File: src/rtl/mwfpm_pkg.sv
// ----------------------------------------------------------------------------
// Multiword fixed-point multiplier package
// Sizes, the sequencer state type and the structs shared by the modules.
// ----------------------------------------------------------------------------
package mwfpm_pkg;

   localparam int WORDS      = 4;                   // words per operand, 1..8
   localparam int WORD_W     = 32;
   localparam int EIW_W      = 2;                   // extra integer word field
   localparam int IDX_W      = (WORDS > 1) ? $clog2(WORDS) : 1;
   localparam int CNT_W      = $clog2(WORDS + 1);
   localparam int PROD_DEPTH = 2 * WORDS;
   localparam int COL_W      = $clog2(PROD_DEPTH);
   localparam int SRC_W      = COL_W + 1;
   localparam int ACC_W      = 2 * WORD_W + IDX_W + 1;

   typedef enum logic [3:0] {
      ST_LOAD = 4'b0001,
      ST_NEG  = 4'b0010,
      ST_MUL  = 4'b0100,
      ST_OUT  = 4'b1000
   } state_type;

   // one word pair issued to the multiply-accumulate pipe
   typedef struct packed {
      logic             valid;
      logic             col_end;   // last pair of this product column
      logic             zero;      // carry flush, no real pair
      logic [COL_W-1:0] col;
   } mac_tag_type;

   // write into the product memory
   typedef struct packed {
      logic              en;
      logic [COL_W-1:0]  addr;
      logic [WORD_W-1:0] data;
   } prod_wr_type;

endpackage

File: src/rtl/mwfpm_req_if.sv
// ----------------------------------------------------------------------------
// Request channel
// Valid/ready channel carrying one word pair of the two operands.
// ----------------------------------------------------------------------------
interface mwfpm_req_if;

   logic                      valid;
   logic                      ready;
   logic [mwfpm_pkg::WORD_W-1:0] a_word;
   logic [mwfpm_pkg::WORD_W-1:0] b_word;

   modport source (output valid, output a_word, output b_word, input ready);
   modport sink   (input valid, input a_word, input b_word, output ready);

endinterface

File: src/rtl/mwfpm_rsp_if.sv
// ----------------------------------------------------------------------------
// Response channel
// Valid/ready channel carrying one product word and its last marker.
// ----------------------------------------------------------------------------
interface mwfpm_rsp_if;

   logic                      valid;
   logic                      ready;
   logic [mwfpm_pkg::WORD_W-1:0] result_word;
   logic                      last_word;

   modport source (output valid, output result_word, output last_word, input ready);
   modport sink   (input valid, input result_word, input last_word, output ready);

endinterface

File: src/rtl/mwfpm_col_mac.sv
// ----------------------------------------------------------------------------
// Column multiply-accumulate
// Multiplies word pairs and sums each product column into a wide
// accumulator; at a column end the low word is written out and the rest
// carries into the next column.
// ----------------------------------------------------------------------------
module mwfpm_col_mac (
   input  logic                         clock,
   input  logic                         reset,
   input  logic                         clear,
   input  mwfpm_pkg::mac_tag_type       tag,
   input  logic [mwfpm_pkg::WORD_W-1:0] a_rd,
   input  logic [mwfpm_pkg::WORD_W-1:0] b_rd,
   output mwfpm_pkg::prod_wr_type       prod_wr,
   output logic                         busy
);

   mwfpm_pkg::mac_tag_type                 s1_tag_ff;
   mwfpm_pkg::mac_tag_type                 s2_tag_ff;
   logic [2*mwfpm_pkg::WORD_W-1:0]         mult;
   logic [2*mwfpm_pkg::WORD_W-1:0]         prod_ff;
   logic [2*mwfpm_pkg::WORD_W-1:0]         prod_in;
   logic [mwfpm_pkg::ACC_W-1:0]            acc_ff;
   logic [mwfpm_pkg::ACC_W-1:0]            acc_in;
   logic [mwfpm_pkg::ACC_W-1:0]            sum;

   // read data arrives in the cycle after the tag
   assign mult    = a_rd * b_rd;
   assign prod_in = s1_tag_ff.zero ? '0 : mult;

   assign sum = acc_ff + mwfpm_pkg::ACC_W'(prod_ff);

   always_comb begin
      acc_in = acc_ff;
      if (clear) begin
         acc_in = '0;
      end else if (s2_tag_ff.valid) begin
         acc_in = s2_tag_ff.col_end ? (sum >> mwfpm_pkg::WORD_W) : sum;
      end
   end

   assign prod_wr.en   = s2_tag_ff.valid && s2_tag_ff.col_end;
   assign prod_wr.addr = s2_tag_ff.col;
   assign prod_wr.data = sum[mwfpm_pkg::WORD_W-1:0];

   assign busy = s1_tag_ff.valid || s2_tag_ff.valid;

   always_ff @(posedge clock) begin
      if (reset) begin
         s1_tag_ff <= '0;
         s2_tag_ff <= '0;
      end else begin
         s1_tag_ff <= tag;
         s2_tag_ff <= s1_tag_ff;
      end
   end

   always_ff @(posedge clock) begin
      prod_ff <= prod_in;
      acc_ff  <= acc_in;
   end

   // a column end always follows its pairs in issue order
   assert property (@(posedge clock) disable iff (reset)
      (s2_tag_ff.valid && s2_tag_ff.col_end && s1_tag_ff.valid)
      |-> (s1_tag_ff.col != s2_tag_ff.col))
      else $error("mwfpm_col_mac: pair issued after its column closed");

   assert property (@(posedge clock) disable iff (reset)
      s1_tag_ff.zero && s1_tag_ff.valid |-> s1_tag_ff.col_end)
      else $error("mwfpm_col_mac: carry flush not at column end");

   assert property (@(posedge clock) disable iff (reset)
      clear |-> !busy)
      else $error("mwfpm_col_mac: accumulator cleared while busy");

endmodule

File: src/rtl/multiword_fixed_point_multiplier_top.sv
// ----------------------------------------------------------------------------
// Multiword fixed-point multiplier, top level
// Per product: WORDS request transfers load the operands, a sign pass
//   takes the two's complement of negative operands, WORDS^2 + 1 steps of
//   the one shared 32x32 multiplier and a pipe drain fill the product
//   memory, and WORDS response words are read out through the product
//   read and response registers. A new product is accepted only after the
//   last response word of the previous one is loaded for the response.
// Reset: synchronous, returns the sequencer to ST_LOAD and clears the load
//   count, config register and valid flags; operand and product memories keep their contents.
// ----------------------------------------------------------------------------
module multiword_fixed_point_multiplier_top (
   input  logic                        clock,
   input  logic                        reset,
   mwfpm_req_if.sink                   req_ch,
   mwfpm_rsp_if.source                 rsp_ch,
   input  logic                        csr_wr_en,
   input  logic [mwfpm_pkg::EIW_W-1:0] csr_wr_data
);

   localparam int W = mwfpm_pkg::WORDS;
   localparam int DW = mwfpm_pkg::WORD_W;
   localparam int IW = mwfpm_pkg::IDX_W;
   localparam int CW = mwfpm_pkg::CNT_W;
   localparam int KW = mwfpm_pkg::COL_W;
   localparam int SW = mwfpm_pkg::SRC_W;

   // --- state -----------------------------------------------------------
   mwfpm_pkg::state_type state_ff, state_in;

   logic [mwfpm_pkg::EIW_W-1:0] eiw_ff, eiw_in;     // config register
   logic [mwfpm_pkg::EIW_W-1:0] op_eiw_ff, op_eiw_in; // value for this product
   logic [IW-1:0] load_cnt_ff, load_cnt_in;

   logic a_neg_ff, a_neg_in, b_neg_ff, b_neg_in;
   logic a_carry_ff, a_carry_in, b_carry_ff, b_carry_in;

   // sign pass: read, then write back the two's complement
   logic [CW-1:0] neg_n_ff, neg_n_in;
   logic          neg_v_ff, neg_v_in;
   logic [IW-1:0] neg_wa_ff, neg_wa_in;

   // column sequencer
   logic [KW-1:0] mul_k_ff, mul_k_in;
   logic [IW-1:0] mul_i_ff, mul_i_in;
   logic          mul_done_ff, mul_done_in;

   // response side
   logic [CW-1:0] out_k_ff, out_k_in;
   logic          pend_ff, pend_in;          // product read data waiting
   logic          pend_zero_ff, pend_zero_in;
   logic          pend_last_ff, pend_last_in;
   logic          res_carry_ff, res_carry_in;
   logic          rsp_valid_ff, rsp_valid_in;
   logic [DW-1:0] rsp_word_ff, rsp_word_in;
   logic          rsp_last_ff, rsp_last_in;

   // --- memories --------------------------------------------------------
   logic [DW-1:0] a_mem [W];
   logic [DW-1:0] b_mem [W];
   logic [DW-1:0] prod_mem [mwfpm_pkg::PROD_DEPTH];
   logic [DW-1:0] a_rd_ff, b_rd_ff, prod_rd_ff;

   logic          ab_we;
   logic [IW-1:0] ab_wa;
   logic [DW-1:0] a_wd, b_wd;
   logic [IW-1:0] a_ra, b_ra;
   logic          prod_re;
   logic [KW-1:0] prod_ra;

   mwfpm_pkg::mac_tag_type mac_tag;
   mwfpm_pkg::prod_wr_type prod_wr;
   logic                   mac_busy;
   logic                   mac_clear;

   // --- combinational helpers -------------------------------------------
   logic          req_xfer;
   logic          load_last;
   logic [DW-1:0] a_fix, b_fix;
   logic [DW:0]   a_sum, b_sum;

   logic [IW-1:0] i_hi, i_lo_next, mul_j;
   logic [KW-1:0] k_next;
   logic          col_dummy, col_end, mul_issue;

   logic [SW-1:0] src_base, src;
   logic          src_low, src_out;
   logic          out_load, out_issue;
   logic [DW-1:0] res_raw, res_fix;
   logic [DW:0]   res_sum;
   logic          res_neg;

   assign req_ch.ready = (state_ff == mwfpm_pkg::ST_LOAD);
   assign req_xfer     = req_ch.valid && req_ch.ready;
   assign load_last    = (load_cnt_ff == IW'(W - 1));

   // two's complement of a stored word, carry rippling up one word a cycle
   assign a_fix = a_neg_ff ? ~a_rd_ff : a_rd_ff;
   assign b_fix = b_neg_ff ? ~b_rd_ff : b_rd_ff;
   assign a_sum = {1'b0, a_fix} + (DW + 1)'(a_carry_ff);
   assign b_sum = {1'b0, b_fix} + (DW + 1)'(b_carry_ff);

   // Product scanning: column k takes pairs (i, k-i) with i running
   // max(0, k-W+1) .. min(k, W-1). One extra flush step after the last
   // column writes the top carry word.
   assign i_hi      = (mul_k_ff < KW'(W)) ? mul_k_ff[IW-1:0] : IW'(W - 1);
   assign k_next    = mul_k_ff + KW'(1);
   assign i_lo_next = (k_next >= KW'(W)) ? IW'(k_next - KW'(W - 1)) : '0;
   assign mul_j     = IW'(mul_k_ff - KW'(mul_i_ff));
   assign col_dummy = (mul_k_ff == KW'(2 * W - 1));
   assign col_end   = col_dummy || (mul_i_ff == i_hi);
   assign mul_issue = (state_ff == mwfpm_pkg::ST_MUL) && !mul_done_ff;

   assign mac_tag.valid   = mul_issue;
   assign mac_tag.col_end = col_end;
   assign mac_tag.zero    = col_dummy;
   assign mac_tag.col     = mul_k_ff;

   // window at the fraction offset: source word = k + W-1 - eiw
   assign src_base = SW'(out_k_ff) + SW'(W - 1);
   assign src_low  = (src_base < SW'(op_eiw_ff));
   assign src      = src_base - SW'(op_eiw_ff);
   assign src_out  = src_low || (src >= SW'(mwfpm_pkg::PROD_DEPTH));

   assign res_neg   = a_neg_ff ^ b_neg_ff;
   assign out_load  = pend_ff && (!rsp_valid_ff || rsp_ch.ready);
   assign out_issue = (state_ff == mwfpm_pkg::ST_OUT) && (out_k_ff < CW'(W))
                      && (!pend_ff || out_load);

   assign res_raw = pend_zero_ff ? '0 : prod_rd_ff;
   assign res_fix = res_neg ? ~res_raw : res_raw;
   assign res_sum = {1'b0, res_fix} + (DW + 1)'(res_carry_ff);

   // --- memory ports ----------------------------------------------------
   // Sign-pass write-backs never overlap request transfers (different states),
   // and the next pass starts only after the last write-back landed.
   assign ab_we = req_xfer || neg_v_ff;
   assign ab_wa = neg_v_ff ? neg_wa_ff : load_cnt_ff;
   assign a_wd  = neg_v_ff ? a_sum[DW-1:0] : req_ch.a_word;
   assign b_wd  = neg_v_ff ? b_sum[DW-1:0] : req_ch.b_word;

   assign a_ra = (state_ff == mwfpm_pkg::ST_NEG) ? neg_n_ff[IW-1:0] : mul_i_ff;
   assign b_ra = (state_ff == mwfpm_pkg::ST_NEG) ? neg_n_ff[IW-1:0] : mul_j;

   assign prod_re = out_issue;
   assign prod_ra = src[KW-1:0];

   always_ff @(posedge clock) begin
      if (ab_we) begin
         a_mem[ab_wa] <= a_wd;
         b_mem[ab_wa] <= b_wd;
      end
      a_rd_ff <= a_mem[a_ra];
      b_rd_ff <= b_mem[b_ra];
   end

   // read data holds while the response register is stalled
   always_ff @(posedge clock) begin
      if (prod_wr.en) begin
         prod_mem[prod_wr.addr] <= prod_wr.data;
      end
      if (prod_re) begin
         prod_rd_ff <= prod_mem[prod_ra];
      end
   end

   assign mac_clear = (state_ff == mwfpm_pkg::ST_NEG);

   mwfpm_col_mac u_col_mac (
      .clock   (clock),
      .reset   (reset),
      .clear   (mac_clear),
      .tag     (mac_tag),
      .a_rd    (a_rd_ff),
      .b_rd    (b_rd_ff),
      .prod_wr (prod_wr),
      .busy    (mac_busy)
   );

   // --- sequencer ---------------------------------------------------------
   always_comb begin
      state_in     = state_ff;
      eiw_in       = csr_wr_en ? csr_wr_data : eiw_ff;
      op_eiw_in    = op_eiw_ff;
      load_cnt_in  = load_cnt_ff;
      a_neg_in     = a_neg_ff;
      b_neg_in     = b_neg_ff;
      a_carry_in   = a_carry_ff;
      b_carry_in   = b_carry_ff;
      neg_n_in     = neg_n_ff;
      neg_v_in     = 1'b0;
      neg_wa_in    = neg_n_ff[IW-1:0];
      mul_k_in     = mul_k_ff;
      mul_i_in     = mul_i_ff;
      mul_done_in  = mul_done_ff;
      out_k_in     = out_k_ff;
      pend_in      = pend_ff;
      pend_zero_in = pend_zero_ff;
      pend_last_in = pend_last_ff;
      res_carry_in = res_carry_ff;
      rsp_valid_in = rsp_valid_ff;
      rsp_word_in  = rsp_word_ff;
      rsp_last_in  = rsp_last_ff;

      case (state_ff)
         mwfpm_pkg::ST_LOAD: begin
            if (req_xfer) begin
               if (load_last) begin
                  // top word carries the signs
                  load_cnt_in = '0;
                  a_neg_in    = req_ch.a_word[DW-1];
                  b_neg_in    = req_ch.b_word[DW-1];
                  a_carry_in  = req_ch.a_word[DW-1];
                  b_carry_in  = req_ch.b_word[DW-1];
                  op_eiw_in   = eiw_in;
                  neg_n_in    = '0;
                  state_in    = mwfpm_pkg::ST_NEG;
               end else begin
                  load_cnt_in = load_cnt_ff + IW'(1);
               end
            end
         end
         mwfpm_pkg::ST_NEG: begin
            if (neg_n_ff < CW'(W)) begin
               neg_v_in = 1'b1;
               neg_n_in = neg_n_ff + CW'(1);
            end else if (!neg_v_ff) begin
               mul_k_in    = '0;
               mul_i_in    = '0;
               mul_done_in = 1'b0;
               state_in    = mwfpm_pkg::ST_MUL;
            end
            if (neg_v_ff) begin
               a_carry_in = a_sum[DW];
               b_carry_in = b_sum[DW];
            end
         end
         mwfpm_pkg::ST_MUL: begin
            if (mul_issue) begin
               if (col_dummy) begin
                  mul_done_in = 1'b1;
               end else if (col_end) begin
                  mul_k_in = k_next;
                  mul_i_in = i_lo_next;
               end else begin
                  mul_i_in = mul_i_ff + IW'(1);
               end
            end else if (!mac_busy) begin
               out_k_in     = '0;
               pend_in      = 1'b0;
               res_carry_in = res_neg;
               state_in     = mwfpm_pkg::ST_OUT;
            end
         end
         mwfpm_pkg::ST_OUT: begin
            if (out_issue) begin
               pend_in      = 1'b1;
               pend_zero_in = src_out;
               pend_last_in = (out_k_ff == CW'(W - 1));
               out_k_in     = out_k_ff + CW'(1);
            end else if (out_load) begin
               pend_in = 1'b0;
            end
            if (out_load && pend_last_ff) begin
               state_in = mwfpm_pkg::ST_LOAD;
            end
         end
         default: begin
            state_in = mwfpm_pkg::ST_LOAD;
         end
      endcase

      // response register parts the response side from the sequencer
      if (out_load) begin
         rsp_valid_in = 1'b1;
         rsp_word_in  = res_sum[DW-1:0];
         rsp_last_in  = pend_last_ff;
         res_carry_in = res_sum[DW];
      end else if (rsp_ch.ready) begin
         rsp_valid_in = 1'b0;
      end
   end

   always_ff @(posedge clock) begin
      if (reset) begin
         state_ff     <= mwfpm_pkg::ST_LOAD;
         eiw_ff       <= '0;
         load_cnt_ff  <= '0;
         neg_v_ff     <= 1'b0;
         mul_done_ff  <= 1'b1;
         pend_ff      <= 1'b0;
         rsp_valid_ff <= 1'b0;
      end else begin
         state_ff     <= state_in;
         eiw_ff       <= eiw_in;
         load_cnt_ff  <= load_cnt_in;
         neg_v_ff     <= neg_v_in;
         mul_done_ff  <= mul_done_in;
         pend_ff      <= pend_in;
         rsp_valid_ff <= rsp_valid_in;
      end
   end

   always_ff @(posedge clock) begin
      op_eiw_ff    <= op_eiw_in;
      a_neg_ff     <= a_neg_in;
      b_neg_ff     <= b_neg_in;
      a_carry_ff   <= a_carry_in;
      b_carry_ff   <= b_carry_in;
      neg_n_ff     <= neg_n_in;
      neg_wa_ff    <= neg_wa_in;
      mul_k_ff     <= mul_k_in;
      mul_i_ff     <= mul_i_in;
      out_k_ff     <= out_k_in;
      pend_zero_ff <= pend_zero_in;
      pend_last_ff <= pend_last_in;
      res_carry_ff <= res_carry_in;
      rsp_word_ff  <= rsp_word_in;
      rsp_last_ff  <= rsp_last_in;
   end

   assign rsp_ch.valid       = rsp_valid_ff;
   assign rsp_ch.result_word = rsp_word_ff;
   assign rsp_ch.last_word   = rsp_last_ff;

   // --- checks ------------------------------------------------------------
   assert property (@(posedge clock) disable iff (reset)
      prod_wr.en |-> (state_ff == mwfpm_pkg::ST_MUL))
      else $error("product memory written outside the multiply phase");

   assert property (@(posedge clock) disable iff (reset)
      neg_v_ff |-> !req_xfer)
      else $error("sign write-back collides with a request transfer");

   assert property (@(posedge clock) disable iff (reset)
      pend_ff |-> (state_ff == mwfpm_pkg::ST_OUT))
      else $error("product read pending outside the response phase");

   assert property (@(posedge clock) disable iff (reset)
      (out_load && pend_last_ff) |=> (state_ff == mwfpm_pkg::ST_LOAD) && !pend_ff)
      else $error("sequencer did not return to load after the last word");

endmodule
File: src/flat_wrapper.sv
// flat-port wrapper written by rule: the top's interface ports become plain ports
module multiword_fixed_point_multiplier_top_flat 
  (clock, reset, csr_wr_en, csr_wr_data, req_ch_valid, req_ch_a_word, req_ch_b_word, req_ch_ready, rsp_ch_valid, rsp_ch_result_word, rsp_ch_last_word, rsp_ch_ready);
  mwfpm_req_if req_ch_i ();
  mwfpm_rsp_if rsp_ch_i ();
  input  logic clock;
  input  logic reset;
  input  logic csr_wr_en;
  input  logic [mwfpm_pkg::EIW_W-1:0] csr_wr_data;
  input wire logic [$bits(req_ch_i.valid)-1:0] req_ch_valid;
  input wire logic [$bits(req_ch_i.a_word)-1:0] req_ch_a_word;
  input wire logic [$bits(req_ch_i.b_word)-1:0] req_ch_b_word;
  output wire logic [$bits(req_ch_i.ready)-1:0] req_ch_ready;
  output wire logic [$bits(rsp_ch_i.valid)-1:0] rsp_ch_valid;
  output wire logic [$bits(rsp_ch_i.result_word)-1:0] rsp_ch_result_word;
  output wire logic [$bits(rsp_ch_i.last_word)-1:0] rsp_ch_last_word;
  input wire logic [$bits(rsp_ch_i.ready)-1:0] rsp_ch_ready;
  assign req_ch_i.valid = req_ch_valid;
  assign req_ch_i.a_word = req_ch_a_word;
  assign req_ch_i.b_word = req_ch_b_word;
  assign req_ch_ready = req_ch_i.ready;
  assign rsp_ch_valid = rsp_ch_i.valid;
  assign rsp_ch_result_word = rsp_ch_i.result_word;
  assign rsp_ch_last_word = rsp_ch_i.last_word;
  assign rsp_ch_i.ready = rsp_ch_ready;
  multiword_fixed_point_multiplier_top u_core (.clock(clock), .reset(reset), .req_ch(req_ch_i), .rsp_ch(rsp_ch_i), .csr_wr_en(csr_wr_en), .csr_wr_data(csr_wr_data));
endmodule
File: config.mk
export PLATFORM = sky130hd
export DESIGN_NAME = multiword_fixed_point_multiplier_top_flat
export DESIGN_NICKNAME = d
export VERILOG_FILES = /design/src/rtl/mwfpm_pkg.sv /design/src/rtl/mwfpm_req_if.sv /design/src/rtl/mwfpm_rsp_if.sv /design/src/rtl/mwfpm_col_mac.sv /design/src/rtl/multiword_fixed_point_multiplier_top.sv /design/src/flat_wrapper.sv
export SDC_FILE = /design/constraint.sdc
export NUM_CORES = 2
export LEC_CHECK = 0
export ABC_AREA = 0
export BUFFER_PORTS_ARGS = -buffer_cell sky130_fd_sc_hd__buf_2
export CAP_MARGIN = 0
export CORE_MARGIN = 3
export CORE_UTILIZATION = 59
export CTS_CLUSTER_DIAMETER = 40
export CTS_CLUSTER_SIZE = 24
export DETAILED_ROUTE_END_ITERATION = 8
export GPL_ROUTABILITY_DRIVEN = 1
export PLACE_DENSITY = 0.79
export SLEW_MARGIN = 10
export SYNTH_ARGS = -nofsm -noshare
export SYNTH_HDL_FRONTEND = slang
export SYNTH_HIERARCHICAL = 1
export SYNTH_SLANG_ARGS = --single-unit
export TNS_END_PERCENT = 10
File: constraint.sdc
create_clock -name clock -period 19.9 [get_ports clock]
set_input_delay 1.99 -clock clock [delete_from_list [all_inputs] [get_ports clock]]
set_output_delay 1.99 -clock clock [all_outputs]
set_load 0.05 [all_outputs]
==> metrics.txt <==
status finished, final reports clean; vias in the first global route around 50000; H-tree Lvls 3; port bufs 105; via count 48300; RD Place Congestion 0.974; sequential element share of the synthesized area 31.6%; via/cell ratio approximately 6; grt total ovfl 0; Hold/Removal Path Class reg2reg; core footprint between 100000 and 150000 um2; Synth Flop Type edfxtp_1; DRT Wirelength 180 mm; initial antenna violation count 1; Core Util, Final between 60% and 70%; synth warn 6; Cell variety after synth between 100 and 150; CTS Buf Count 88; R2R setup slack between 10000 and 15000 ps; DRT Pass-1 Iters 6; first-pass GRT wire length about 280 mm; Synth-to-Final Area Change 7.45%; Mapped Cells between 6000 and 7000; Area after DPL between 70000 and 80000 um2; Worst Clk Skew approximately 90 ps; CP Class reg2reg; setup TNS 0 ps; clk_lat worst skew ~720 ps; Tmin final between 8000 and 9000 ps; synthesized flop and latch total roughly 820; Synth Area in XOR/XNOR under 10%; post-synthesis compound-gate area fraction under 10%; worst r2r src u_core/a_rd_ff[24]; total track usage between 20% and 30%; layout filler cell count 8902; Critical Path Sink Type register; Final Non-Filler Cells about 8000; hold path start u_core/neg_n_ff[1]; Die Ht between 300 and 400 um; Final setup viols 0; RSZ-0062 raised after global routing no; actual slew at the worst max-slew pin approximately 1200 ps; max_slew headroom 20.7%; mux cell area share after synthesis slightly below 6%; DP Wirelength approximately 130 mm; total setup buffers inserted after CTS 0; Data required, critical path 20450 ps; maximum fanout along the worst path 27; final worst path period share roughly 44%; crit path launch type register; Fin. Hold Viols 0; Worst path slowest cell dfxtp_1; Max Clk Rate approximately 0.11 GHz; Max-Cap Viols 0; Post-synth EDFFs 597; CTS resizes 0; layout cell share with drive strength beyond 1 roughly 9.9%; remaining antenna violation count 0; drt drc 0; row cnt between 100 and 150; CTS root buf clkbuf_16; Mapped Area between 70000 and 80000 um2; Worst Hold Path EP u_core/neg_wa_ff[1]; DRT iter0 DRCs about 4700; starting density of the core between 50 and 60%; async set-reset flop share out of synthesis 0%; fin nets between 7000 and 8000; dpl cells 7924; worst hold path depth 0; Worst path most repeated cell fa_1; Largest stage delay, worst path approximately 900 ps; crit path DAT slightly above 9000 ps; Final Slew Violations 0; Worst-path clk slew ~60 ps; worst r2r dst u_core/u_col_mac/prod_ff[58]; largest family of logic cells by synthesized area adder cells; num ports about 110; Total Die Area 124000 um2; R2R depth 26; Hold Buf Count CTS 0; design area 75800 um2; Mapped Avg Cell Area around 11 um2; Synth Area in Simple Gates 13.8%; Synth Net Count 7803; WL per Instance roughly 22 um; clk buf depth 3; CTS tree done; Post-Synth Adder-Cell Area about a third; die width around 350 um; clk sinks approximately 820; largest net degree at the start of global routing 80
layout by cell type (no fill, tap or decap), drive strengths merged, types with 16 or more instances in the layout:
master	netlist	final
nand4	46	46
a211oi	38	38
fa	898	898
a21o	75	75
o21ai	145	145
nand2	620	620
dfxtp	220	220
a22o	20	20
ha	343	343
buf	42	204
mux2i	23	23
nor4	20	20
nor2	259	259
clkinv	1	32
nand3	62	62
and2	613	613
a21oi	211	211
o21bai	31	31
a31oi	27	27
nor2b	59	59
inv	931	959
o21a	24	24
edfxtp	597	597
mux4	128	128
mux2	93	93
nor3	46	46
nand2b	30	30
xnor2	204	204
xor2	77	77
and3	31	31
or3	16	16
clkbuf	329	97
critical path: cells and delay by family (launching register included):
kind | cells | cell delay (ps)
AO/OA/AOI/OAI | 6 | 1910
XOR/XNOR | 1 | 170
AND/OR/NAND/NOR | 5 | 680
buffers and inverters | 5 | 700
adder cells (fa/ha/maj) | 9 | 4260
flip-flops | 1 | 890
layer usage:
layer | global-route usage, % | routed length, um | up-vias
li1 | - | - | 21100
met3 | 6.65 | 15800 | 537
met5 | 0 | 7 | -
met1 | 37.7 | 69600 | 24300
met2 | 48.4 | 86100 | 2269
met4 | 13.5 | 8750 | 2
worst max-delay path by stage:
stage | cells past startpoint | to | slack (ps) | startpoint
2_1_floorplan | 29 | u_core/u_col_mac/prod_ff[57] | 12230 | u_core/a_rd_ff[9]
3_3_place_gp | 29 | u_core/u_col_mac/prod_ff[57] | 11410 | u_core/b_rd_ff[5]
3_5_place_dp | 26 | u_core/u_col_mac/prod_ff[58] | 11290 | u_core/a_rd_ff[24]
4_1_cts | 26 | u_core/u_col_mac/prod_ff[58] | 11300 | u_core/a_rd_ff[24]
5_1_grt | 26 | u_core/u_col_mac/prod_ff[58] | 10650 | u_core/a_rd_ff[24]
6_report | 26 | u_core/u_col_mac/prod_ff[58] | 11120 | u_core/a_rd_ff[24]
flip-flops by register name, summed over array words and instances, names as in the netlist, 3 cells and up:
name	flops
u_core/u_col_mac/prod_ff	64
u_core/u_col_mac/prod_wr	3
u_core/mul_k_ff	3
u_core/state_ff	4
u_core/u_col_mac/s1_tag_ff	6
u_core/u_col_mac/acc_ff	67
u_core/a_mem	128
u_core/rsp_ch.result_word	32
u_core/a_rd_ff	32
u_core/neg_n_ff	3
u_core/prod_mem	256
u_core/b_mem	128
u_core/out_k_ff	3
u_core/prod_rd_ff	32
u_core/b_rd_ff	32
per-stage QoR:
| step | worst slack, ps | hold WS [ps] |
|---|---|---|
| finish | 11120 | 422 |
| detailed placement | 11290 | 406 |
| floorplan | 12230 | 366 |
| global route | 10650 | 442 |
| CTS | 11300 | 426 |
| global placement | 11410 | 403 |
Yosys cell counts, types with 10 or more instances:
master | count | area (um2)
inv_1 | 930 | 3490
fa_1 | 898 | 18000
nand2_1 | 619 | 2320
and2_1 | 612 | 3830
edfxtp_1 | 597 | 17900
ha_1 | 343 | 4290
clkbuf_1 | 329 | 1230
nor2_1 | 258 | 968
dfxtp_1 | 220 | 4400
a21oi_1 | 210 | 1050
xnor2_1 | 203 | 1780
o21ai_0 | 131 | 656
mux4_2 | 128 | 2880
mux2_2 | 93 | 1050
xor2_1 | 76 | 666
a21o_1 | 75 | 563
nand3_1 | 62 | 310
nor2b_1 | 59 | 369
nand4_1 | 46 | 288
nor3_1 | 46 | 230
a211oi_1 | 36 | 270
o21bai_1 | 31 | 233
and3_1 | 30 | 188
nand2b_1 | 30 | 188
a31oi_1 | 26 | 163
o21a_1 | 24 | 180
mux2i_1 | 23 | 230
a22o_1 | 20 | 175
nor4_1 | 20 | 125
buf_1 | 19 | 71.3
buf_2 | 16 | 80.1
or3_1 | 16 | 100
o22ai_1 | 15 | 93.8
nand3b_1 | 13 | 97.6
o21ai_1 | 13 | 65.1
o31ai_1 | 13 | 97.6
nor4b_1 | 11 | 96.3
o211ai_1 | 11 | 82.6
and4b_1 | 10 | 100
or4_1 | 10 | 75.1
layout make-up:
type / instances / area (um2) / share of cell area [%]
antenna: 2 / 5.00 / 0.00660
timing repair buffer: 204 / 1270 / 1.67
clock inverter: 68 / 967 / 1.28
tap: 1600 / 2000 / 2.64
clock buffer: 97 / 2240 / 2.95
multi-input combinational: 4371 / 43500 / 57.4
sequential: 817 / 22300 / 29.5
inverter: 932 / 3500 / 4.61
cells by family after synthesis:
family	count (synthesis)
AO/OA/AOI/OAI	712
multiplexers	244
AND/OR/NAND/NOR	1893
buffers and inverters	1303
flip-flops	817
XOR/XNOR	281
adder cells (fa/ha/maj)	1241
Power is left out: the tool's default activity adds up to more than one toggle a clock period on the data nets, which glitch-free logic cannot reach.
